<file path="config.mk">
export PLATFORM = sky130hd
export DESIGN_NAME = key_debounce_long_press_repeat_flat
export DESIGN_NICKNAME = d
export VERILOG_FILES = /design/src/rtl/kdlpr_pkg.sv /design/src/rtl/kdlpr_in_if.sv /design/src/rtl/kdlpr_out_if.sv /design/src/rtl/kdlpr_cfg.sv /design/src/rtl/kdlpr_timer.sv /design/src/rtl/kdlpr_core.sv /design/src/rtl/key_debounce_long_press_repeat.sv /design/src/flat_wrapper.sv
export SDC_FILE = /design/constraint.sdc
export NUM_CORES = 1
export LEC_CHECK = 0
export BUFFER_PORTS_ARGS = -buffer_cell sky130_fd_sc_hd__buf_2
export CAP_MARGIN = 30
export CORE_UTILIZATION = 58
export DETAILED_ROUTE_END_ITERATION = 6
export PLACE_DENSITY = 0.87
export SYNTH_ARGS = -nofsm -noshare
export SYNTH_HDL_FRONTEND = slang
export SYNTH_SLANG_ARGS = --single-unit
</file>
<file path="constraint.sdc">
create_clock -name i_clk -period 5.2 [get_ports i_clk]
set_input_delay 0.52 -clock i_clk [delete_from_list [all_inputs] [get_ports i_clk]]
set_output_delay 0.52 -clock i_clk [all_outputs]
set_load 0.01 [all_outputs]
</file>
<file path="src/rtl/kdlpr_pkg.sv">
package kdlpr_pkg;

    localparam int CfgIdxW  = 3;
    localparam int CfgDataW = 8;
    localparam int MsCountW = 23;
    localparam int UnitW    = 8;
    localparam int ShiftW   = 4;
    localparam int StateW   = 3;

    // configuration register indexes
    localparam logic [CfgIdxW-1:0] CFG_PRESS_LEVEL  = 3'd0;
    localparam logic [CfgIdxW-1:0] CFG_EVENT_MODE   = 3'd1;
    localparam logic [CfgIdxW-1:0] CFG_DEBOUNCE     = 3'd2;
    localparam logic [CfgIdxW-1:0] CFG_LONG_PRESS   = 3'd3;
    localparam logic [CfgIdxW-1:0] CFG_REPEAT       = 3'd4;
    localparam logic [CfgIdxW-1:0] CFG_LONG_SHIFT   = 3'd5;
    localparam logic [CfgIdxW-1:0] CFG_REPEAT_SHIFT = 3'd6;

    // key states
    localparam logic [StateW-1:0] ST_RELEASED   = 3'd0;
    localparam logic [StateW-1:0] ST_PRESS_DB   = 3'd1;
    localparam logic [StateW-1:0] ST_PRESSED    = 3'd2;
    localparam logic [StateW-1:0] ST_LONG       = 3'd3;
    localparam logic [StateW-1:0] ST_PRESS_RLS  = 3'd4;
    localparam logic [StateW-1:0] ST_LONG_RLS   = 3'd5;

    typedef struct packed {
        logic              press_level;
        logic              event_mode;
        logic [UnitW-1:0]  debounce_delay;
        logic [UnitW-1:0]  long_press_delay;
        logic [UnitW-1:0]  repeat_delay;
        logic [ShiftW-1:0] long_shift;
        logic [ShiftW-1:0] repeat_shift;
    } t_cfg;

    typedef struct packed {
        logic check;
        logic clear;
    } t_tmr_cmd;

    typedef struct packed {
        logic [StateW-1:0] key_state_code;
        logic              event_pending;
        logic              report_released;
        logic              report_pressed;
        logic              report_long;
    } t_res;

endpackage

</file>
<file path="src/rtl/kdlpr_in_if.sv">
interface kdlpr_in_if;
    logic valid;
    logic ready;
    logic key_level;
    logic event_ack;

    modport source (output valid, output key_level, output event_ack, input ready);
    modport sink (input valid, input key_level, input event_ack, output ready);
endinterface

</file>
<file path="src/rtl/kdlpr_out_if.sv">
interface kdlpr_out_if;
    logic       valid;
    logic       ready;
    logic [2:0] key_state_code;
    logic       event_pending;
    logic       report_released;
    logic       report_pressed;
    logic       report_long;

    modport source (
        output valid, output key_state_code, output event_pending,
        output report_released, output report_pressed, output report_long,
        input ready
    );
    modport sink (
        input valid, input key_state_code, input event_pending,
        input report_released, input report_pressed, input report_long,
        output ready
    );
endinterface

</file>
<file path="src/rtl/kdlpr_cfg.sv">
module kdlpr_cfg
    import kdlpr_pkg::*;
(
    input  logic                i_clk,
    input  logic                i_rst_n,
    input  logic                i_cfg_we,
    input  logic [CfgIdxW-1:0]  i_cfg_idx,
    input  logic [CfgDataW-1:0] i_cfg_data,
    output t_cfg                o_cfg
);

    t_cfg r_cfg;

    always_ff @(posedge i_clk) begin
        if (!i_rst_n) begin
            r_cfg.press_level      <= 1'b0;
            r_cfg.event_mode       <= 1'b0;
            r_cfg.debounce_delay   <= 8'd20;
            r_cfg.long_press_delay <= 8'd16;
            r_cfg.repeat_delay     <= 8'd4;
            r_cfg.long_shift       <= 4'd6;
            r_cfg.repeat_shift     <= 4'd6;
        end else if (i_cfg_we) begin
            case (i_cfg_idx)
                CFG_PRESS_LEVEL:  r_cfg.press_level      <= i_cfg_data[0];
                CFG_EVENT_MODE:   r_cfg.event_mode       <= i_cfg_data[0];
                CFG_DEBOUNCE:     r_cfg.debounce_delay   <= i_cfg_data[UnitW-1:0];
                CFG_LONG_PRESS:   r_cfg.long_press_delay <= i_cfg_data[UnitW-1:0];
                CFG_REPEAT:       r_cfg.repeat_delay     <= i_cfg_data[UnitW-1:0];
                CFG_LONG_SHIFT:   r_cfg.long_shift       <= i_cfg_data[ShiftW-1:0];
                CFG_REPEAT_SHIFT: r_cfg.repeat_shift     <= i_cfg_data[ShiftW-1:0];
                default: ;
            endcase
        end
    end

    assign o_cfg = r_cfg;

endmodule

</file>
<file path="src/rtl/kdlpr_timer.sv">
module kdlpr_timer
    import kdlpr_pkg::*;
#(
    parameter bit Restart = 1'b0
) (
    input  logic             i_clk,
    input  logic             i_rst_n,
    input  logic             i_en,
    input  t_tmr_cmd         i_cmd,
    input  logic [UnitW-1:0] i_unit,
    input  logic [UnitW-1:0] i_delay,
    output logic             o_fire
);

    logic             r_valid;
    logic [UnitW-1:0] r_start;
    logic [UnitW-1:0] elapsed;

    assign elapsed = i_unit - r_start;
    // a clear in the same step makes the check see an idle timer
    assign o_fire  = r_valid && (elapsed > i_delay);

    always_ff @(posedge i_clk) begin
        if (!i_rst_n) begin
            r_valid <= 1'b0;
        end else if (i_en) begin
            if (i_cmd.check) begin
                if (!r_valid || i_cmd.clear) begin
                    r_valid <= 1'b1;
                end else if (o_fire && !Restart) begin
                    r_valid <= 1'b0;
                end
            end else if (i_cmd.clear) begin
                r_valid <= 1'b0;
            end
        end
    end

    always_ff @(posedge i_clk) begin
        if (i_en && i_cmd.check) begin
            if (!r_valid || i_cmd.clear || (o_fire && Restart)) begin
                r_start <= i_unit;
            end
        end
    end

endmodule

</file>
<file path="src/rtl/kdlpr_core.sv">
module kdlpr_core
    import kdlpr_pkg::*;
(
    input  logic i_clk,
    input  logic i_rst_n,
    input  t_cfg i_cfg,
    input  logic i_step,
    input  logic i_key_level,
    input  logic i_event_ack,
    output t_res o_res
);

    logic [StateW-1:0]   r_state, n_state;
    logic                r_event;
    logic [MsCountW-1:0] r_ms_count;
    logic                down, ev_set, ev_now, gate;
    t_tmr_cmd            db_cmd, lp_cmd, rp_cmd;
    logic                db_fire, lp_fire, rp_fire;
    logic [UnitW-1:0]    db_unit, lp_unit, rp_unit;

    function automatic logic [UnitW-1:0] unit_of(logic [MsCountW-1:0] cnt,
                                                 logic [ShiftW-1:0] sh);
        logic [MsCountW-1:0] shifted;
        shifted = cnt >> sh;
        return shifted[UnitW-1:0];
    endfunction

    assign down    = (i_key_level == i_cfg.press_level);
    assign db_unit = r_ms_count[UnitW-1:0];
    assign lp_unit = unit_of(r_ms_count, i_cfg.long_shift);
    assign rp_unit = unit_of(r_ms_count, i_cfg.repeat_shift);

    kdlpr_timer #(.Restart(1'b0)) u_db_timer (
        .i_clk, .i_rst_n, .i_en(i_step), .i_cmd(db_cmd), .i_unit(db_unit),
        .i_delay(i_cfg.debounce_delay), .o_fire(db_fire)
    );

    kdlpr_timer #(.Restart(1'b0)) u_lp_timer (
        .i_clk, .i_rst_n, .i_en(i_step), .i_cmd(lp_cmd), .i_unit(lp_unit),
        .i_delay(i_cfg.long_press_delay), .o_fire(lp_fire)
    );

    kdlpr_timer #(.Restart(1'b1)) u_rp_timer (
        .i_clk, .i_rst_n, .i_en(i_step), .i_cmd(rp_cmd), .i_unit(rp_unit),
        .i_delay(i_cfg.repeat_delay), .o_fire(rp_fire)
    );

    always_comb begin
        n_state = r_state;
        ev_set  = 1'b0;
        db_cmd  = '0;
        lp_cmd  = '0;
        rp_cmd  = '0;
        case (r_state)
            ST_PRESS_DB: begin
                if (!down) begin
                    n_state      = ST_RELEASED;
                    db_cmd.clear = 1'b1;
                end else begin
                    db_cmd.check = 1'b1;
                    if (db_fire) begin
                        n_state = ST_PRESSED;
                        ev_set  = 1'b1;
                    end
                end
            end
            ST_PRESSED: begin
                if (!down) begin
                    n_state      = ST_PRESS_RLS;
                    lp_cmd.clear = 1'b1;
                end else begin
                    lp_cmd.check = 1'b1;
                    if (lp_fire) begin
                        n_state = ST_LONG;
                        ev_set  = 1'b1;
                    end
                end
            end
            ST_LONG: begin
                // the repeat check runs even on release, against a cleared timer
                rp_cmd.check = 1'b1;
                if (!down) begin
                    n_state      = ST_LONG_RLS;
                    rp_cmd.clear = 1'b1;
                end else if (rp_fire) begin
                    ev_set = 1'b1;
                end
            end
            ST_PRESS_RLS, ST_LONG_RLS: begin
                if (down) begin
                    n_state      = (r_state == ST_PRESS_RLS) ? ST_PRESSED : ST_LONG;
                    db_cmd.clear = 1'b1;
                end else begin
                    db_cmd.check = 1'b1;
                    if (db_fire) begin
                        n_state      = ST_RELEASED;
                        ev_set       = 1'b1;
                        rp_cmd.clear = 1'b1;
                    end
                end
            end
            default: begin
                n_state = down ? ST_PRESS_DB : ST_RELEASED;
            end
        endcase
    end

    assign ev_now = r_event | ev_set;
    assign gate   = i_cfg.event_mode ? ev_now : 1'b1;

    always_comb begin
        o_res.key_state_code  = n_state;
        o_res.event_pending   = ev_now;
        o_res.report_released = gate && (n_state == ST_RELEASED);
        o_res.report_pressed  = gate && (n_state == ST_PRESSED || n_state == ST_PRESS_RLS);
        o_res.report_long     = gate && (n_state == ST_LONG || n_state == ST_LONG_RLS);
    end

    always_ff @(posedge i_clk) begin
        if (!i_rst_n) begin
            r_state    <= ST_RELEASED;
            r_event    <= 1'b0;
            r_ms_count <= '0;
        end else if (i_step) begin
            r_state    <= n_state;
            r_event    <= ev_now && !i_event_ack;
            r_ms_count <= r_ms_count + 1'b1;
        end
    end

    a_hold_idle: assert property (@(posedge i_clk) disable iff (!i_rst_n)
        !i_step |=> $stable(r_state) && $stable(r_event) && $stable(r_ms_count))
        else $error("key state changed without a tick");

    a_count_adv: assert property (@(posedge i_clk) disable iff (!i_rst_n)
        i_step |=> r_ms_count == $past(r_ms_count) + 1'b1)
        else $error("millisecond count did not advance");

    a_from_released: assert property (@(posedge i_clk) disable iff (!i_rst_n)
        i_step && r_state == ST_RELEASED |=> r_state == ST_RELEASED || r_state == ST_PRESS_DB)
        else $error("released key skipped press debounce");

endmodule

</file>
<file path="src/rtl/key_debounce_long_press_repeat.sv">
// Key debounce with long press and auto-repeat. Every request on i_in is one
// millisecond tick carrying the sampled key level and an event acknowledge;
// every tick yields exactly one result on o_out with the key state code, the
// pending event flag and the released / pressed / long reports. A tick is
// taken every clock while o_out does not stall: it lands in an input register,
// passes the state machine and its three wrap-around timers, and the result
// sits in an output register, so a new tick is taken while the previous result
// still waits. Each tick passes the input and then the output register.
// Write the configuration registers only while no tick is in flight.
module key_debounce_long_press_repeat
    import kdlpr_pkg::*;
(
    input  logic                i_clk,
    input  logic                i_rst_n,
    input  logic                i_cfg_we,
    input  logic [CfgIdxW-1:0]  i_cfg_idx,
    input  logic [CfgDataW-1:0] i_cfg_data,
    kdlpr_in_if.sink            i_in,
    kdlpr_out_if.source         o_out
);

    t_cfg cfg;
    t_res res;
    logic r_s1_valid;
    logic r_s1_key;
    logic r_s1_ack;
    logic r_out_valid;
    t_res r_out;
    logic s1_adv;

    kdlpr_cfg u_cfg (
        .i_clk, .i_rst_n, .i_cfg_we, .i_cfg_idx, .i_cfg_data, .o_cfg(cfg)
    );

    // advance the input stage whenever the output register is free or draining
    assign s1_adv     = r_s1_valid && (!r_out_valid || o_out.ready);
    assign i_in.ready = !r_s1_valid || s1_adv;

    always_ff @(posedge i_clk) begin
        if (!i_rst_n) begin
            r_s1_valid <= 1'b0;
        end else if (i_in.ready) begin
            r_s1_valid <= i_in.valid;
        end
    end

    always_ff @(posedge i_clk) begin
        if (i_in.ready && i_in.valid) begin
            r_s1_key <= i_in.key_level;
            r_s1_ack <= i_in.event_ack;
        end
    end

    kdlpr_core u_core (
        .i_clk, .i_rst_n, .i_cfg(cfg), .i_step(s1_adv),
        .i_key_level(r_s1_key), .i_event_ack(r_s1_ack), .o_res(res)
    );

    always_ff @(posedge i_clk) begin
        if (!i_rst_n) begin
            r_out_valid <= 1'b0;
        end else if (s1_adv) begin
            r_out_valid <= 1'b1;
        end else if (o_out.ready) begin
            r_out_valid <= 1'b0;
        end
    end

    always_ff @(posedge i_clk) begin
        if (s1_adv) begin
            r_out <= res;
        end
    end

    assign o_out.valid           = r_out_valid;
    assign o_out.key_state_code  = r_out.key_state_code;
    assign o_out.event_pending   = r_out.event_pending;
    assign o_out.report_released = r_out.report_released;
    assign o_out.report_pressed  = r_out.report_pressed;
    assign o_out.report_long     = r_out.report_long;

endmodule
</file>
<file path="src/flat_wrapper.sv">
// flat-port wrapper written by rule: the top's interface ports become plain ports
module key_debounce_long_press_repeat_flat import kdlpr_pkg::*;
  (i_clk, i_rst_n, i_cfg_we, i_cfg_idx, i_cfg_data, i_in_valid, i_in_key_level, i_in_event_ack, i_in_ready, o_out_valid, o_out_key_state_code, o_out_event_pending, o_out_report_released, o_out_report_pressed, o_out_report_long, o_out_ready);
  kdlpr_in_if i_in_i ();
  kdlpr_out_if o_out_i ();
  input  logic i_clk;
  input  logic i_rst_n;
  input  logic i_cfg_we;
  input  logic [CfgIdxW-1:0] i_cfg_idx;
  input  logic [CfgDataW-1:0] i_cfg_data;
  input wire logic [$bits(i_in_i.valid)-1:0] i_in_valid;
  input wire logic [$bits(i_in_i.key_level)-1:0] i_in_key_level;
  input wire logic [$bits(i_in_i.event_ack)-1:0] i_in_event_ack;
  output wire logic [$bits(i_in_i.ready)-1:0] i_in_ready;
  output wire logic [$bits(o_out_i.valid)-1:0] o_out_valid;
  output wire logic [$bits(o_out_i.key_state_code)-1:0] o_out_key_state_code;
  output wire logic [$bits(o_out_i.event_pending)-1:0] o_out_event_pending;
  output wire logic [$bits(o_out_i.report_released)-1:0] o_out_report_released;
  output wire logic [$bits(o_out_i.report_pressed)-1:0] o_out_report_pressed;
  output wire logic [$bits(o_out_i.report_long)-1:0] o_out_report_long;
  input wire logic [$bits(o_out_i.ready)-1:0] o_out_ready;
  assign i_in_i.valid = i_in_valid;
  assign i_in_i.key_level = i_in_key_level;
  assign i_in_i.event_ack = i_in_event_ack;
  assign i_in_ready = i_in_i.ready;
  assign o_out_valid = o_out_i.valid;
  assign o_out_key_state_code = o_out_i.key_state_code;
  assign o_out_event_pending = o_out_i.event_pending;
  assign o_out_report_released = o_out_i.report_released;
  assign o_out_report_pressed = o_out_i.report_pressed;
  assign o_out_report_long = o_out_i.report_long;
  assign o_out_i.ready = o_out_ready;
  key_debounce_long_press_repeat u_core (.i_clk(i_clk), .i_rst_n(i_rst_n), .i_cfg_we(i_cfg_we), .i_cfg_idx(i_cfg_idx), .i_cfg_data(i_cfg_data), .i_in(i_in_i), .o_out(o_out_i));
endmodule
</file>
==> results list, run 1 <==
- Slew Viols, Final: 0
- Slew at the pin closest to its max-slew limit: 0.825 ns
- In the global route stage, met3 resource usage came out at 7.03%.
* Site row count: 39
- Number of warnings reported in the yosys synthesis log: 0
* Number of synthesized flops with an enable pin: 33
- Among all cell types in the netlist, the one instantiated most often is nand2_1.
- Main area contributors after synthesis: dfxtp_1 19%, edfxtp_1 14%, ha_1 8.4%, mux4_2 7.9%, nand2_1 4.8%
- Cells fill 63.9% of the core in the end.
- After the flow finishes, the layout carries non-filler instances totaling 868.
* HP Start: i_in_key_level
- In this run the power spent charging and discharging nets is 0.376 mW.
- Via/cell ratio: 6.22
- Aggregate global-route resource usage: 26.5%
- In this run the number of H-tree levels came out at 3.
- CTS tree: built
* Internal reg-to-reg setup slack: 0.46 ns
- In this run, synthesis produced a sequential element count of 99.
- Initial core utilization: 59.7%
- The detailed router finished its first iteration with 479 violations.
- Setup skew after layout: 0.00834 ns
- After clock tree synthesis, the clock-pin slew on the worst setup and hold paths is 0.07 ns.
- CTS Root Cell: clkbuf_16
- Classification of the worst-slack hold path: in -> reg
- Routed length per placed instance: 18.0 um
- Per report_power, the sequential group accounts for 51.3% of the total.
- Layout-stage area growth over the synthesis result: 7.10%
- Sum of internal, switching and leakage power: 1.60 mW
* DIE AREA: 12200 um2
* Number of antenna violations at the first check in global routing: 0
- Number of global-route vias before repair: 5248
- In this run the critical register-to-register path is launched from u_core.u_cfg.o_cfg[1].
- In this run the most used layer during global routing was met2.
- Across the run, the number of max-cap violations was 0.
- The critical path is of the reg -> reg type.
- Summing the sequential cell areas from Yosys gives 33.8% of the chip area.
- Total gr overflow: 0
- Summed over all nets, the half-perimeter wirelength after detailed placement is 11200 um.
- Max Clk Rate: 0.211 GHz
- The worst path uses 91.2% of the clock period.
* Buffer depth of the longest clock path: 2
- Synth top area share: 19.3%
* Routed wire length: 15700 um
- Leading area contributor after synthesis: dfxtp_1
- Counting flops with an async set or reset pin after synthesis yields a share of 0%.
- Along the worst path, the maximum fanout reaches 14.
- Count of placed standard cells including taps: 851
* Detailed-routing iteration count for the pre-antenna-repair pass: 4
- The worst setup path is captured at a flop.
* Final Hold Vio Count: 0
- Worst VDD drop: 0.000306 V
* Synthesized area per cell: 9.53 um2
- From bottom edge to top edge, the die measures 111 um.
* Depth of the worst register-to-register path: 18
- At the later pin of the worst-skew pair, clock insertion delay measures 0.35 ns.
- The worst setup path is launched from a flop.
- Counting every net in the synthesized netlist gives 785.
- The flow ran to the end, and the final reports show no timing, DRC or antenna violations.
* Unique cell type count in the Yosys netlist: 55
* Critical R2R Capture: u_core.o_out.report_pressed
* Leak Pwr: 3.13 nW
- The most used flip-flop cell after synthesis is dfxtp_1.
- The filler cells instantiated in the layout total 860.
* Via count of the routed design: 5398
- Setup violations remaining at the end of the flow were counted as 0.
- Share of total power in combinational logic: 6.9%
- Of the total power, the clock network draws 41.8%.
* M2 GR Usage: 43.9%
- The first global-routing pass estimated 25900 um of wire.
* Pin count of the biggest net entering global routing: 68
* Worst-case hold path end point: u_core.r_s1_key
* Die X-Extent: 111 um
* CP required: 5.39 ns
- Clock net sink count: 99
- In this run the power density over the cells is 219 nW/um2.
* Synthesized instance count: 718
* Sum Neg Setup Slack: 0 ns
- Met1 demand-to-capacity share in global routing: 33.1%
* Final worst path period need: 4.74 ns
- After detailed routing, the number of remaining DRC violations is 0.
- Post-synth design cell area: 6840 um2
- Weighted congestion reported at the end of routability-driven placement: 0.955
- Internal: 1.23 mW
* Relative slew slack: 44.6%
* Number of buffers inserted during clock tree synthesis: 9
- Input and output buffers added on the ports amount to 26.
* Switching share of power: 23.4%
- Most common library cells after synthesis: 88 x nand2_1, 66 x dfxtp_1, 57 x inv_1, 46 x ha_1, 37 x a21oi_1
- Antenna-violating nets left: 0
- The floorplan step defined a core boundary enclosing 11500 um2.
* Proportion of layout cells with a drive suffix above 1: 12.6%
* WP data arrival: 4.93 ns
- RSZ-0062 raised after global routing: false
- The net count of the finished layout is 787.
- Instance count along the most critical hold path: 1
* N_diodes: 0
- 27 I/O pins were placed.
cells in the final DEF (no fill, tap or decap), types with 5 or more instances in the layout:
cell type	n
nand2_1	88
dfxtp_1	62
inv_1	57
ha_1	46
a21oi_1	37
xnor2_1	33
edfxtp_1	33
o21ai_0	30
mux2i_1	30
nor2_1	28
a21boi_0	28
buf_2	26
and2_1	24
mux4_2	24
nor2b_1	20
nand3_1	18
nand4_1	13
o211ai_1	9
clkbuf_16	9
xor2_1	8
mux4_1	8
mux2_2	8
and3_1	7
a21o_1	7
nor3_1	6
buf_4	6
nand2b_1	5
worst max-delay path, cell delays in order (launching register included):
cell and delay [ns]:
dfxtp_2 0.55, mux2_2 0.40, mux2_2 0.29, mux4_2 0.54, ha_1 0.31, nor2b_1 0.13
o21ai_0 0.19, a21oi_1 0.11, o21ai_0 0.19, nand2b_1 0.09, a21oi_1 0.19, xnor2_1 0.11
ha_1 0.32, nand4_1 0.15, a21oi_1 0.19, o221ai_1 0.20, a22oi_1 0.27, a21oi_1 0.15
nor3_1 0.22
area by class of cell:
class / count / area (um2) / area share (%)
Multi-Input combinational cell: 519 / 4120 / 56.2
Sequential cell: 99 / 2320 / 31.6
Clock buffer: 10 / 229 / 3.13
Inverter: 57 / 214 / 2.92
Timing Repair Buffer: 34 / 206 / 2.82
Tap cell: 143 / 179 / 2.44
Clock inverter: 6 / 65.1 / 0.888
metal layers:
metal / part of all wire, % / wire length [um] / up-vias
li1: - / - / 2547
met1: 41 / 6350 / 2608
met3: 7.6 / 1190 / 41
met4: 2.4 / 368 / 0
met2: 49 / 7740 / 202
met5: 0 / 0 / -
registers in the layout, indices dropped and copies added, names as in the netlist:
register                          flops
u_core.u_core.u_db_timer.r_start      8
u_core.u_core.u_db_timer.r_valid      1
u_core.u_core.r_state                 3
u_core.r_s1_key                       1
u_core.u_core.u_rp_timer.r_start      8
u_core.o_out.valid                    1
u_core.u_core.u_rp_timer.r_valid      1
u_core.r_s1_ack                       1
u_core.u_core.r_ms_count             23
u_core.o_out.report_pressed           1
u_core.o_out.report_released          1
u_core.r_s1_valid                     1
u_core.u_cfg.o_cfg                   34
u_core.u_core.r_event                 1
u_core.o_out.event_pending            1
u_core.u_core.u_lp_timer.r_valid      1
u_core.o_out.key_state_code           3
u_core.o_out.report_long              1
u_core.u_core.u_lp_timer.r_start      8
power groups by stage:
stage	Clock [mW]	Combinational, mW	Sequential [mW]
after floorplan	0	0.0765	0.833
after global placement	0	0.101	0.839
after detailed placement	0	0.106	0.840
after CTS	0.677	0.108	0.822
after global routing	0.705	0.122	0.824
final	0.670	0.110	0.823
worst max-delay path by stage:
stage,from,endpoint,slack [ns],cells after the start
floorplan,u_core.u_cfg.o_cfg[1],u_core.u_core.u_rp_timer.r_start[0],0.70,18
global placement,u_core.u_cfg.o_cfg[1],u_core.o_out.report_released,0.50,18
detailed placement,u_core.u_cfg.o_cfg[1],u_core.o_out.report_pressed,0.32,18
CTS,u_core.u_cfg.o_cfg[5],u_core.o_out.report_released,0.20,19
global route,u_core.u_cfg.o_cfg[1],u_core.o_out.report_released,0.06,21
finish,u_core.u_cfg.o_cfg[1],u_core.o_out.report_pressed,0.46,18
cells by family after synthesis:
kind of cell | share of synthesized area (%)
buf+inv | 6.13
mux | 17.1
simple gates | 15.5
xor+xnor | 5.72
fa+ha+maj | 9.29
flops | 33.8
compound gates | 12.5
timing repair:
action	in CTS	in global routing
setup endpoints to repair	0	6
gates resized for setup	0	6
hold buffers	0	0
buffers inserted	0	0
stage by stage:
stage / hold WS, ns / setup slack (ns) / area [um2]
floorplan: 0.431 / 0.704 / 6840
global placement: 0.456 / 0.500 / 7000
detailed placement: 0.464 / 0.316 / 7000
CTS: 0.335 / 0.198 / 7300
global route: 0.341 / 0.0631 / 7330
finish: 0.341 / 0.457 / 7330
Note: power is estimated with default switching activity, not from simulation.
==> run 2: changes to the inputs <==
--- a/config.mk
+++ b/config.mk
@@ -5,11 +5,13 @@
 export SDC_FILE = /design/constraint.sdc
 export NUM_CORES = 1
 export LEC_CHECK = 0
+export ABC_AREA = 1
 export BUFFER_PORTS_ARGS = -buffer_cell sky130_fd_sc_hd__buf_2
 export CAP_MARGIN = 30
 export CORE_UTILIZATION = 58
 export DETAILED_ROUTE_END_ITERATION = 6
-export PLACE_DENSITY = 0.87
+export PLACE_DENSITY = 0.86
 export SYNTH_ARGS = -nofsm -noshare
 export SYNTH_HDL_FRONTEND = slang
+export SYNTH_HIERARCHICAL = 1
 export SYNTH_SLANG_ARGS = --single-unit
==> results list, run 2 <==
* Number of global-route vias before repair: 6460 (was 5248)
* Commonest register cell after synthesis: dfxtp_1 (unchanged)
- The starting utilization of the core area was 60.1% (was 59.7%).
* Most frequent standard cell in the layout excluding fill and tap cells: nand2_1 (unchanged)
- The count of instances resized after the clock tree is built was 0 (unchanged).
- Slew at the pin closest to its max-slew limit: 0.864 ns (was 0.825 ns)
- CP endpoint kind: flop (unchanged)
* Relative slew slack: 42.2% (was 44.6%)
- The library cell with the largest summed area after synthesis is dfxtp_1 (unchanged).
- The most used standard cell by instance count after synthesis is nand2_1 (unchanged).
- Source of the critical timing path: u_core/u_cfg/o_cfg[2] (was u_core.u_cfg.o_cfg[1])
- The wire length reported by the detailed router came to 17900 um (was 15700 um).
* Mapped Nets: 1178 (was 785)
* Max Clk Rate: 0.231 GHz (was 0.211 GHz)
* Core Region: 12200 um2 (was 11500 um2)
- The shortest clock period the worst path allows after layout came to 4.33 ns (was 4.74 ns).
- Mux share of post-synthesis cell area: 0.137% (was 17.1%)
- Startpoint of the most critical register-to-register path: u_core/u_cfg/o_cfg[2] (was u_core.u_cfg.o_cfg[1])
- The count of input and output buffers came to 26 (unchanged).
- The nature of the critical path startpoint is a flop (unchanged).
* Sum Neg Setup Slack: 0 ns (unchanged)
- The cell row count came to 40 (was 39).
* Final Hold Vio Count: 0 (unchanged)
- Worst VDD drop: 0.000276 V (was 0.000306 V)
- Instance count along the most critical hold path: 1 (unchanged)
- The compound-cell area share of the yosys netlist came to 11.5% (was 12.5%).
- The number of synthesized flops with an enable pin was 33 (unchanged).
- Synthesized area per cell: 6.58 um2 (was 9.53 um2)
* Clock latency on the worst-skew pair: 0.36 ns (was 0.35 ns)
- The count of distinct cell types in the synthesized netlist is 41 (was 55).
* Synth top area share: 18.1% (was 19.3%)
- CTS Root Cell: clkbuf_16 (unchanged)
- Number of warnings reported in the yosys synthesis log: 6 (was 0)
- The clock skew was 0.0142 ns (was 0.00834 ns).
- The H-tree level count was 3 (unchanged).
- The CTS tree is built (unchanged).
* Uppermost signal routing layer after detailed routing: met4 (unchanged)
- Register bit count reported by yosys: 99 (unchanged)
* Sequential cell area: 2310 um2 (was 2320 um2)
- Die X-Extent: 114 um (was 111 um)
* Sequential share of the synthesized area: 31.6% (was 33.8%)
* Detailed-routing iteration count for the pre-antenna-repair pass: 5 (was 4)
- Flip-flop count of the largest register, all copies and words added: 34 (unchanged)
- The TritonCTS sink count was 99 (unchanged).
* Classification of the worst-slack hold path: in -> reg (unchanged)
- Proportion of layout cells with a drive suffix above 1: 8.62% (was 12.6%)
- The initial antenna violation count came to 0 (unchanged).
- The synthesis-to-layout area growth is 7.22% (was 7.10%).
* N_diodes: 0 (unchanged)
- Number of buffers inserted during clock tree synthesis: 9 (unchanged)
* Total gr overflow: 0 (unchanged)
- Hold-fix buffers at CTS: 0 (unchanged)
* Proportion of register bits with asynchronous set or reset after synthesis: 0% (unchanged)
- Max Fanout on Critical Path: 20 (was 14)
- Worst slack after detailed placement: 1.02 ns (was 0.316 ns)
- Largest stage delay on the critical path: 0.64 ns (was 0.55 ns)
- The number of pins exceeding their max-slew limit in the final report was 0 (unchanged).
* Die Ht: 114 um (was 111 um)
- The post-route met1 wirelength was 7780 um (was 6350 um).
- Main area contributors after synthesis: dfxtp_1 18%, nand2_1 17%, edfxtp_1 14%, ha_1 7.9%, inv_1 7.2% (was dfxtp_1 19%, edfxtp_1 14%, ha_1 8.4%, mux4_2 7.9%, nand2_1 4.8%)
- Routed length per placed instance: 13.8 um (was 18.0 um)
* Worst path slowest cell: a21oi_1 (was dfxtp_2)
- The static leakage came to 3.73 nW (was 3.13 nW).
* Share of synthesized cell area in and, or, nand and nor gates: 35.0% (was 15.5%)
- The portion of the clock cycle consumed by the worst path in the final layout is 83.2% (was 91.2%).
- Wire length of the first global-routing pass: 29600 um (was 25900 um)
- Synthesized instance count: 1111 (was 718)
- HP Start: i_in_event_ack (was i_in_key_level)
* Weighted congestion reported at the end of routability-driven placement: 0.974 (was 0.955)
- WP data arrival: 4.31 ns (was 4.93 ns)
* Number of primary I/O pins: 27 (unchanged)
- The final count of negative-setup-slack endpoints is 0 (unchanged).
* Remaining routing DRC violations: 0 (unchanged)
- The share of the synthesized netlist area taken by xor and xnor gates was 2.64% (was 5.72%).
- Via/cell ratio: 5.45 (was 6.22)
- The max capacitance violation total came to 0 (unchanged).
- The post-route worst setup slack came to 0.872 ns (was 0.457 ns).
- Power per cell area: 232 nW/um2 (was 219 nW/um2)
- Hold Slack: 0.337 ns (was 0.341 ns)
- CP required: 5.18 ns (was 5.39 ns)
- RSZ-0062 raised after global routing: false (unchanged)
- The count of nets left with antenna violations after detail routing was 0 (unchanged).
* Depth of the worst register-to-register path: 20 (was 18)
- The area of the die came to 13100 um2 (was 12200 um2).
- Most common library cells after synthesis: 326 x nand2_1, 141 x inv_1, 109 x nor2_1, 93 x nand3_1, 84 x o21ai_0 (was 88 x nand2_1, 66 x dfxtp_1, 57 x inv_1, 46 x ha_1, 37 x a21oi_1).
- The clock transition at the registers of the reported paths was 0.06 ns (was 0.07 ns).
* Via count of the routed design: 7053 (was 5398)
- Final HPWL from detailed placement: 13200 um (was 11200 um)
- The layout net count came to 1187 (was 787).
- Buffer depth of the longest clock path: 2 (unchanged)
- The adder-cell area share of the yosys netlist came to 8.70% (was 9.29%).
- Combinational family with the most area after synthesis: simple AND/OR/NAND/NOR gates (was multiplexers)
- Run status: complete, no violations (unchanged).
* Aggregate global-route resource usage: 28.7% (was 26.5%)
- Commonest non-fill, non-tap cells in the layout: 326 x nand2_1, 141 x inv_1, 109 x nor2_1, 93 x nand3_1, 84 x o21ai_0 (was 88 x nand2_1, 62 x dfxtp_1, 57 x inv_1, 46 x ha_1, 37 x a21oi_1).
- The footprint of the multi-input gates was 4240 um2 (was 4120 um2).
* Most frequent cell on the critical path: nand2_1 (was a21oi_1)
- Critical path, cell by cell: inv_1, o211ai_1, o21ai_0, nand2_1, nand2_1, inv_1, ha_1, inv_1, fa_1, nand4_1, nand3_1, xor2_1, ha_1, nand2_1, nor2_1, nand3b_1, nand2_1, inv_1, nand2_1, a21oi_1 (was mux2_2, mux2_2, mux4_2, ha_1, nor2b_1, o21ai_0, a21oi_1, o21ai_0, nand2b_1, a21oi_1, xnor2_1, ha_1, nand4_1, a21oi_1, o221ai_1, a22oi_1, a21oi_1, nor3_1)
- WL met2: 8280 um (was 7740 um)
- Fill cells: 1093 (was 860)
* Total setup buffers inserted after CTS: 0 (unchanged)
- Final Core Density: 64.4% (was 63.9%)
- The largest net degree at the start of global routing is 52 (was 68).
* Setup Crit Path Kind: reg -> reg (unchanged)
- The routed wire length on met3 came to 1320 um (was 1190 um).
- The cell area after technology mapping is 7310 um2 (was 6840 um2).
- Number of DRC violations after detailed-routing iteration 0: 745 (was 479)
==> run 2: cell types whose count changed after synthesis, sizes merged, moves of 32 or more <==
cell and delta:
nand2 +247, inv +100, nor2 +92, nand3 +81
o21ai +60, mux4 -32
==> run 2: per-stage QoR <==
stage          area [um2]  power, mW  std cells
4_1_cts              7840       1.82       1293
3_5_place_dp         7540       1.16       1277
3_3_place_gp         7540       1.15       1277
5_1_grt              7840       1.90       1293
2_1_floorplan        7310       1.08       1111
6_report             7840       1.82       1293
==> run 2: cell type report <==
cell class                 instances  area share [%]
clock buffer                      15            3.69
timing repair buffer              32            2.23
multi-input combinational        817            54.1
tap                              168            2.68
inverter                         161            7.71
clock inverter                     1          0.0958
sequential                        99            29.5
==> run 2: cell families (layout without fill, tap and decap cells) <==
family / count (synthesis) / after routing
flops: 99 / 99
fa+ha+maj: 49 / 49
mux: 1 / 1
buf+inv: 195 / 209
xor+xnor: 22 / 22
simple gates: 589 / 589
compound gates: 156 / 156
==> run 2: worst paths after layout <==
kind / to / slack (ns)
worst min-delay path: u_core/r_s1_ack / 0.34
worst max register to register: u_core/u_core/u_rp_timer/r_start[4] / 0.87
worst min register to register: u_core/u_cfg/o_cfg[20] / 0.48
worst max-delay path: u_core/u_core/u_rp_timer/r_start[4] / 0.87
==> run 2: per-layer routing <==
metal | track usage (%) | vias up
met5 | 0 | -
met4 | 12.3 | 0
met3 | 5.29 | 42
met2 | 48.5 | 310
met1 | 35.9 | 3120
li1 | - | 3581
==> run 2: worst max-delay path: cells and delay by family, from the launching register on <==
kind,cells,cell delay [ns]
fa+ha+maj,3,0.82
xor+xnor,1,0.15
buf+inv,4,0.56
simple gates,9,0.76
compound gates,3,1.03
flops,1,0.61
==> run 2: where the power goes <==
group / internal (mW) / leakage [nW] / switching (mW)
Clock: 0.380 / 0.141 / 0.287
Sequential: 0.820 / 0.848 / 0.0176
Combinational: 0.111 / 2.74 / 0.200
